--- config.mk ---
export PLATFORM = sky130hd
export DESIGN_NAME = touch_report_frame_parser_top
export DESIGN_NICKNAME = d
export VERILOG_FILES = /design/src/hw/rtl/tfp_pkg.sv /design/src/hw/rtl/tfp_parse.sv /design/src/hw/rtl/tfp_emit.sv /design/src/hw/rtl/touch_report_frame_parser_top.sv
export SDC_FILE = /design/constraint.sdc
export NUM_CORES = 1
export LEC_CHECK = 0
export BUFFER_PORTS_ARGS = -buffer_cell sky130_fd_sc_hd__buf_2
export CAP_MARGIN = 25
export CORE_MARGIN = 8
export CORE_UTILIZATION = 50
export CTS_CLUSTER_DIAMETER = 120
export DETAILED_ROUTE_END_ITERATION = 10
export GPL_ROUTABILITY_DRIVEN = 0
export HOLD_SLACK_MARGIN = 0.12
export PLACE_DENSITY = 0.74
export SLEW_MARGIN = 20
export SYNTH_ARGS = -nofsm -noshare
export SYNTH_HDL_FRONTEND = slang
export SYNTH_SLANG_ARGS = --single-unit
export TNS_END_PERCENT = 30
--- constraint.sdc ---
create_clock -name clk_i -period 10.2 [get_ports clk_i]
set_clock_uncertainty 0.1 [all_clocks]
set_input_delay 1.02 -clock clk_i [delete_from_list [all_inputs] [get_ports clk_i]]
set_output_delay 1.02 -clock clk_i [all_outputs]
set_load 0.02 [all_outputs]
--- src/hw/rtl/tfp_pkg.sv ---
// Shared types, constants and helpers for the touch report frame parser.
package tfp_pkg;

  localparam int unsigned MAX_TOUCHES = 5;
  localparam int unsigned FRAME_BYTES = 28;
  localparam int unsigned REC_BYTES   = 5;
  localparam int unsigned POS_W       = 5;
  localparam int unsigned SLOT_W      = 3;
  localparam int unsigned CNT_W       = 3;

  localparam logic [POS_W-1:0] LAST_POS   = POS_W'(FRAME_BYTES - 1);
  localparam logic [POS_W-1:0] FIRST_REC  = POS_W'(2);
  localparam logic [7:0]       HDR_MASK   = 8'hc0;
  localparam logic [7:0]       HDR_TAG    = 8'h80;
  localparam logic [4:0]       FINGER_MSK = 5'h1f;
  localparam logic [4:0]       USED_MASK  = FINGER_MSK & 5'((1 << MAX_TOUCHES) - 1);

  typedef enum logic [1:0] {
    STATUS_OK      = 2'd0,
    STATUS_BAD_HDR = 2'd1,
    STATUS_BAD_SUM = 2'd2
  } status_e;

  typedef logic [31:0] rec_t;

  typedef struct packed {
    status_e                    status;
    logic [MAX_TOUCHES-1:0]     mask;
    rec_t [MAX_TOUCHES-1:0]     recs;
  } verdict_t;

  function automatic logic [CNT_W-1:0] count_ones5(input logic [4:0] m);
    logic [CNT_W-1:0] n;
    n = '0;
    for (int i = 0; i < 5; i++) begin
      n = n + CNT_W'(m[i]);
    end
    return n;
  endfunction

endpackage

--- src/hw/rtl/tfp_parse.sv ---
// Byte-wise frame parser: header, record capture, checksum and verdict.
module tfp_parse (
  input  logic               clk_i,
  input  logic               rst_ni,
  input  logic               beat_i,
  input  logic [7:0]         data_byte_i,
  input  logic               frame_start_i,
  output logic               at_last_o,
  output logic               load_o,
  output tfp_pkg::verdict_t  verdict_o
);
  import tfp_pkg::*;

  logic [POS_W-1:0] bp_q, bp_d;
  logic [POS_W-1:0] cs_pos_q, cs_pos_d;
  logic [4:0]       mask_q, mask_d;
  logic             hdr_q, hdr_d;
  logic [7:0]       sum_q, sum_d;
  logic             match_q, match_d;
  logic [CNT_W-1:0] rk_q, rk_d;
  logic [2:0]       rj_q, rj_d;
  rec_t [MAX_TOUCHES-1:0] rec_q, rec_d;

  logic             in_frame;
  logic [POS_W-1:0] pos;
  logic             in_rec;
  logic             is_final;

  assign pos      = frame_start_i ? '0 : bp_q;
  assign in_frame = beat_i && (frame_start_i || (bp_q != '0));
  assign in_rec   = (pos >= FIRST_REC) && (pos < cs_pos_q);
  assign is_final = in_frame && (pos == LAST_POS);

  always_comb begin
    bp_d     = bp_q;
    cs_pos_d = cs_pos_q;
    mask_d   = mask_q;
    hdr_d    = hdr_q;
    sum_d    = sum_q;
    match_d  = match_q;
    rk_d     = rk_q;
    rj_d     = rj_q;
    rec_d    = rec_q;
    if (in_frame) begin
      if (pos == '0) begin
        hdr_d    = (data_byte_i & HDR_MASK) == HDR_TAG;
        mask_d   = data_byte_i[4:0] & FINGER_MSK;
        cs_pos_d = POS_W'(FIRST_REC + POS_W'(REC_BYTES) *
                   POS_W'(count_ones5(data_byte_i[4:0] & USED_MASK)));
        sum_d    = '0;
        match_d  = 1'b0;
        rk_d     = '0;
        rj_d     = '0;
      end else if (in_rec) begin
        sum_d = sum_q + data_byte_i;
        // The fifth byte of each record only feeds the checksum.
        if (rk_q < CNT_W'(MAX_TOUCHES)) begin
          unique case (rj_q)
            3'd0:    rec_d[rk_q[SLOT_W-1:0]][31:24] = data_byte_i;
            3'd1:    rec_d[rk_q[SLOT_W-1:0]][23:16] = data_byte_i;
            3'd2:    rec_d[rk_q[SLOT_W-1:0]][15:8]  = data_byte_i;
            3'd3:    rec_d[rk_q[SLOT_W-1:0]][7:0]   = data_byte_i;
            default: ;
          endcase
        end
        if (rj_q == 3'(REC_BYTES - 1)) begin
          rj_d = '0;
          rk_d = rk_q + 1'b1;
        end else begin
          rj_d = rj_q + 1'b1;
        end
      end else if (pos == cs_pos_q) begin
        match_d = data_byte_i == sum_q;
      end
      bp_d = is_final ? '0 : pos + 1'b1;
    end
  end

  always_ff @(posedge clk_i or negedge rst_ni) begin
    if (!rst_ni) begin
      bp_q     <= '0;
      cs_pos_q <= '0;
      mask_q   <= '0;
      hdr_q    <= 1'b0;
      sum_q    <= '0;
      match_q  <= 1'b0;
      rk_q     <= '0;
      rj_q     <= '0;
    end else begin
      bp_q     <= bp_d;
      cs_pos_q <= cs_pos_d;
      mask_q   <= mask_d;
      hdr_q    <= hdr_d;
      sum_q    <= sum_d;
      match_q  <= match_d;
      rk_q     <= rk_d;
      rj_q     <= rj_d;
    end
  end

  always_ff @(posedge clk_i) begin
    rec_q <= rec_d;
  end

  assign at_last_o = bp_q == LAST_POS;
  assign load_o    = is_final;

  always_comb begin
    verdict_o.mask = mask_q[MAX_TOUCHES-1:0] & USED_MASK[MAX_TOUCHES-1:0];
    verdict_o.recs = rec_q;
    priority if (!hdr_q) begin
      verdict_o.status = STATUS_BAD_HDR;
    end else if (!match_d) begin
      verdict_o.status = STATUS_BAD_SUM;
    end else begin
      verdict_o.status = STATUS_OK;
    end
  end

  // A frame can only finish from its last byte position.
  assert property (@(posedge clk_i) disable iff (!rst_ni)
    load_o |-> (bp_q == LAST_POS && !frame_start_i))
    else $error("frame finished away from its last byte");

endmodule

--- src/hw/rtl/tfp_emit.sv ---
// Verdict holding register and per-slot result sequencer.
module tfp_emit (
  input  logic                   clk_i,
  input  logic                   rst_ni,
  input  logic                   load_i,
  input  tfp_pkg::verdict_t      verdict_i,
  output logic                   busy_o,
  output logic                   out_valid_o,
  input  logic                   out_ready_i,
  output logic [2:0]             slot_o,
  output logic                   active_o,
  output logic [15:0]            pos_x_o,
  output logic [15:0]            pos_y_o,
  output tfp_pkg::status_e       status_o,
  output logic                   last_o
);
  import tfp_pkg::*;

  logic              busy_q, busy_d;
  logic [SLOT_W-1:0] idx_q, idx_d;
  logic [SLOT_W-1:0] rp_q, rp_d;
  verdict_t          vd_q, vd_d;
  logic              act;
  logic              beat;
  rec_t              rec;

  assign act  = (vd_q.status == STATUS_OK) && vd_q.mask[idx_q];
  assign rec  = vd_q.recs[rp_q];
  assign beat = busy_q && out_ready_i;

  assign out_valid_o = busy_q;
  assign busy_o      = busy_q;
  assign slot_o      = idx_q;
  assign active_o    = act;
  assign pos_x_o     = act ? rec[31:16] : '0;
  assign pos_y_o     = act ? rec[15:0]  : '0;
  assign status_o    = vd_q.status;
  assign last_o      = (vd_q.status != STATUS_OK) || (idx_q == SLOT_W'(MAX_TOUCHES - 1));

  always_comb begin
    busy_d = busy_q;
    idx_d  = idx_q;
    rp_d   = rp_q;
    vd_d   = vd_q;
    if (load_i) begin
      busy_d = 1'b1;
      idx_d  = '0;
      rp_d   = '0;
      vd_d   = verdict_i;
    end else if (beat) begin
      if (last_o) begin
        busy_d = 1'b0;
      end else begin
        idx_d = idx_q + 1'b1;
        // Records are packed in slot order, so step only past active slots.
        rp_d  = rp_q + SLOT_W'(act);
      end
    end
  end

  always_ff @(posedge clk_i or negedge rst_ni) begin
    if (!rst_ni) begin
      busy_q <= 1'b0;
      idx_q  <= '0;
      rp_q   <= '0;
    end else begin
      busy_q <= busy_d;
      idx_q  <= idx_d;
      rp_q   <= rp_d;
    end
  end

  always_ff @(posedge clk_i) begin
    vd_q <= vd_d;
  end

  assert property (@(posedge clk_i) disable iff (!rst_ni)
    load_i |-> (!busy_q || (out_ready_i && last_o)))
    else $error("new verdict overwrote one still being sent");

  assert property (@(posedge clk_i) disable iff (!rst_ni)
    (busy_q && status_o != STATUS_OK) |-> (!active_o && last_o && slot_o == '0))
    else $error("error verdict is not a single empty beat");

  assert property (@(posedge clk_i) disable iff (!rst_ni)
    busy_q |-> (idx_q < SLOT_W'(MAX_TOUCHES) && rp_q <= idx_q))
    else $error("slot or record pointer out of range");

endmodule

--- src/hw/rtl/touch_report_frame_parser_top.sv ---
// Top level of the touch report frame parser.
//
//   channel  direction  handshake                  payload
//   input    in         in_valid_i / in_ready_o    data_byte_i, frame_start_i
//   output   out        out_valid_o / out_ready_i  slot_o, active_o, pos_x_o,
//                                                  pos_y_o, status_o, last_o
//
// One byte is taken per cycle; state updates in the cycle the beat is accepted.
// The last byte of a frame loads the verdict register, and results leave from it
// starting the next cycle: five beats for a good frame, one beat for an error.
// Input stalls only when a frame's last byte is due while the previous verdict
// still has beats to send. Reset leaves no frame open and no result pending.
module touch_report_frame_parser_top (
  input  logic                   clk_i,
  input  logic                   rst_ni,
  input  logic                   in_valid_i,
  output logic                   in_ready_o,
  input  logic [7:0]             data_byte_i,
  input  logic                   frame_start_i,
  output logic                   out_valid_o,
  input  logic                   out_ready_i,
  output logic [2:0]             slot_o,
  output logic                   active_o,
  output logic [15:0]            pos_x_o,
  output logic [15:0]            pos_y_o,
  output tfp_pkg::status_e       status_o,
  output logic                   last_o
);
  import tfp_pkg::*;

  logic     in_beat;
  logic     at_last;
  logic     load;
  logic     busy;
  verdict_t verdict;

  assign in_ready_o = !(at_last && busy && !(out_ready_i && last_o));
  assign in_beat    = in_valid_i && in_ready_o;

  tfp_parse u_parse (
    .clk_i         (clk_i),
    .rst_ni        (rst_ni),
    .beat_i        (in_beat),
    .data_byte_i   (data_byte_i),
    .frame_start_i (frame_start_i),
    .at_last_o     (at_last),
    .load_o        (load),
    .verdict_o     (verdict)
  );

  tfp_emit u_emit (
    .clk_i       (clk_i),
    .rst_ni      (rst_ni),
    .load_i      (load),
    .verdict_i   (verdict),
    .busy_o      (busy),
    .out_valid_o (out_valid_o),
    .out_ready_i (out_ready_i),
    .slot_o      (slot_o),
    .active_o    (active_o),
    .pos_x_o     (pos_x_o),
    .pos_y_o     (pos_y_o),
    .status_o    (status_o),
    .last_o      (last_o)
  );

endmodule

Word-level counts from Yosys, hierarchy flattened:

Cells that the tools add are included.
Widths: inputs -> output; s select.

* bitwise gates (word level): 1
* equality and inequality tests: 11
* shifts and indexed selects: 0
* muxes and demuxes: 43
* reduce and logical (&&, ||, !) cells: 30
* add/subtract/negate cells: 11
* div/mod/pow operators: 0
* $lt $le $gt $ge: 7
* multipliers: 1

Operators with widths (number)
* $bwmux 160: 4
* $pmux 160 s4: 1
* $demux 32 s3: 4
* $bmux 32 s3: 1
* $mux 32: 2
* $mux 16: 3
* $mux 3: 12
* $mux 24: 1
* $mux 8: 3
* $add 3x1->3: 4
* $lt 3x4->1 const B: 3
* $eq 5x5->1 const B: 2
* $logic_and 1x1->1: 10
* $mux 5: 2
* $reduce_bool 2->1: 5
* $add 3x1->3 const B: 3
* $add 8x8->8: 1
* $eq 8x8->1: 1
* $mux 1: 8
* $reduce_and 2->1: 4
* $eq 3x2->1 const B: 2
* $eq 3x3->1 const B: 2
* $add 2x5->5 const A: 1
* $add 5x1->5 const B: 1
* 22 further kinds: 24

* RAM bits: 0
* bits in registers: 365
* memories: 0
* logic and storage cells: 127
* input bits: 13
* output and inout bits: 41
* ROM bits: 0
* latch bits: 0

Logic depth before layout (Yosys ltp):

* depth in word-level cells: 11
* mapped depth: 13
* mapped depth without buffers: 13

Modules after synthesis:

A second synthesis with hierarchy kept.

* cells, all modules: 1240
* area total of the unflattened synthesis: 16474.6 um2

By module, submodules not included
* tfp_parse: cells an instance 828, area an instance 9390.3 um2, times used 1
* tfp_emit: cells an instance 408, area an instance 7065.5 um2, times used 1
* touch_report_frame_parser_top: cells an instance 4, area an instance 18.8 um2, times used 1

Worst setup path before layout:

OpenSTA, ideal clock, no wires.

* path type: input-to-reg
* start point: input frame_start_i
* end point: register with a tool-made name
* data arrival time: 7829 ps
* path slack: 1670 ps
* stages: 11
* data required time: 9499 ps
* setup time: 601 ps
* buffers on the path: 2
* cell sequence: clkbuf_1 > nand2b_1 > inv_1 > ha_1 > nor2b_1 > o21ai_0 > nand3b_1 > buf_4 > nor3_2 > nand2_1 > nor2_1

RTL lines
* start: declaration: line touch_report_frame_parser_top.sv:19 `input logic frame_start_i,`

==> impl_metrics.yaml <==
floorplanning:
  rows: 65
  die_h_um: 194
  io_pins: 54
  die_w_um: 194
  core_um2: 31400
  dieArea_um2: 37600
  initial_core_util_pct: 50.5
final_layout:
  nets: 1195
  layout_commonest_cell: "edfxtp_1"
  antenna_cells: 0
  layout_common_cells: "327 x edfxtp_1, 152 x nand2_1, 125 x a22o_1"
  synthToLayoutAreaGrowth_pct: 10.7
  drive_above_1_share_pct: 14.3
  fin_cells: 1572
routing:
  vias: 9581
  via_per_inst: 6.09
  drt_iter0_markers: 1177
  drc: 0
  routedWlPerCell_um: 22.4
  wl_um: 35300
  final_antenna_net_count: 0
  dr.pass1.iters: 5
worst_setup_path:
  r2r_start: "u_parse.bp_q[1]"
  slowest_delay_ns: 0.90
  end_kind: "flip-flop"
  crit_arrival_ns: 4.89
  crit_top_cell: "buf_4"
  cp.required_ns: 10.23
  cp_top_family: "buffers and inverters"
  reg2reg_depth: 11
  crit_buf_inv: 4
  cp-start-kind: "primary input"
  critPathKind: "in -> reg"
  rrSetupSlack_ns: 5.65
  crit_chain: "buf_2, nand2b_1, inv_1, ha_1, nor2b_1, o21ai_0, nand3b_1, nor3_2, nand2_1, nor2_4, buf_4, buf_4"
  cp_slowest_cell: "buf_4"
  cp_max_fo: 80
placed_design:
  portBuffers: 53
  dpl.cell_count: 1511
  dp_hpwl_um: 21500
  place_ws_ns: 4.87
power_and_ir_drop:
  vdd_drop_max_mv: 0.120
  p_leak_nw: 6.23
  p_per_area_nw_per_um2: 205
  p_total_w: 0.00360
clock_tree:
  clk_pin_slew_ns: 0.06
  cts.sinks: 365
  postCtsHoldBufs: 0
  cts_resized: 0
  htreeDepth: 2
  clk_latency_ns: 0.52
  cts_tree: "done"
  cts_setup_buffers: 0
  cts-buffers-inserted: 36
  root_buffer: "clkbuf_16"
  cts_buffer_depth: 3
hold_path:
  timing.hold.worst_endpoint: "u_emit.vd_q[9]"
  hold_depth: 0
  min_path_type: "reg -> reg"
global_route:
  grtUsageMet2_pct: 30.3
  grt_usage_pct: 18.5
  gr-total-overflow: 0
  grt_start_max_net_pins: 81
  met3_usage_pct: 3.44
  busiest_layer: "met2"
  grt_first_pass_wirelength_um: 55500
  grt_pass1_vias: 9740
  antenna_found_initial: 0
  grtUsageMet1_pct: 24.9
timing:
  setup_viol: 0
  relSlewSlack_pct: 30.1
  hold_viol: 0
  timing.final.ws_setup_ns: 5.34
  rsz0062_at_grt: "no"
  max_freq_mhz: 206
  maxSlewViolCount: 0
  worstMarginPinSlew_ns: 1.05
  hold_slack_ns: 0.346
  finalCritPeriodShare_pct: 47.7
  tns_ns: 0
  period_needed_ns: 4.86
synth:
  netlist_area_um2: 15800
  synth.distinct_cells: 56
  ys_seq_area_share_pct: 68.0
  ys_seq_elements: 365
  synthArstFlopShare_pct: 10.4
  syn_nets: 1156
  synth_edf_count: 327
  yosys_warnings: 0
  syn_avg_cell_area_um2: 14.3
  synth_flop_cell: "edfxtp_1"
  synth_cells: 1110
run:
  cap_violations: 0
outcome:
  status: "complete, no violations"
## final cells by class
type | count | area [um2]
timing repair buffer | 70 | 405
multi-input combinational | 647 | 4690
clock inverter | 6 | 42.5
fill | 2447 | 13900
tap | 402 | 503
inverter | 29 | 109
sequential | 365 | 10800
clock buffer | 53 | 1020
## power breakdown
group | leakage [nW] | total, W | internal, W | switching, W
clock | 0.514 | 0.00122 | 0.000690 | 0.000525
combinational | 2.29 | 0.000601 | 0.000235 | 0.000366
sequential | 3.43 | 0.00179 | 0.00174 | 0.0000460
## kinds of logic (layout without fill, tap and decap cells)
kind of cell    after synthesis  after routing  share of synthesized area (%)
flops                       365            365                           68.0
compound gates              289            289                           13.3
simple gates                269            269                           7.22
buf+inv                      98            158                           2.57
mux                          46             46                           5.59
fa+ha+maj                    33             33                           2.80
xor+xnor                     10             10                          0.553
## metrics by stage
stage          instance area [um2]  util, %
3_3_place_gp                 16400     52.4
3_5_place_dp                 16400     52.4
2_1_floorplan                15800        -
6_report                     17500     55.9
5_1_grt                      17500     55.9
4_1_cts                      17500     55.8
## Yosys cell counts (3+ instances only)
cell type / number / area [um2]
edfxtp_1: 327 / 9820
nand2_1: 152 / 571
a22o_1: 125 / 1090
o21ai_0: 74 / 370
nor2_1: 64 / 240
clkbuf_1: 53 / 199
dfrtp_1: 38 / 951
mux4_2: 33 / 743
a22oi_1: 32 / 240
ha_1: 29 / 363
inv_1: 27 / 101
a21oi_1: 13 / 65.1
nand2b_1: 11 / 68.8
o21ai_1: 11 / 55.1
mux2_2: 10 / 113
nor2b_1: 8 / 50.1
nor3_1: 8 / 40.0
buf_2: 7 / 35.0
xnor2_1: 7 / 61.3
a21o_1: 6 / 45.0
buf_4: 6 / 45.0
o21a_1: 5 / 37.5
o31ai_1: 5 / 37.5
fa_1: 4 / 80.1
a32o_1: 3 / 30.0
mux2i_1: 3 / 30.0
nand3_1: 3 / 15.0
nand4_1: 3 / 18.8
nor4_1: 3 / 18.8
or3_1: 3 / 18.8
xor2_1: 3 / 26.3
## routing by layer
| layer | up-vias | share of wire (%) |
|---|---|---|
| met2 | 405 | 48 |
| li1 | 4348 | - |
| met5 | - | 0 |
| met4 | 0 | 2.4 |
| met1 | 4764 | 42 |
| met3 | 64 | 7.7 |
## how the worst max path moves through the flow
stage | endpoint | slack, ns | from | depth (start not counted)
detailed placement | flip-flop | 4.87 | frame_start_i | 12
global route | flip-flop | 4.96 | frame_start_i | 12
finish | flip-flop | 5.34 | frame_start_i | 12
CTS | flip-flop | 5.38 | frame_start_i | 12
global placement | flip-flop | 5.02 | frame_start_i | 12
floorplan | flip-flop | 1.67 | frame_start_i | 11
(Power assumes the default switching activity.)
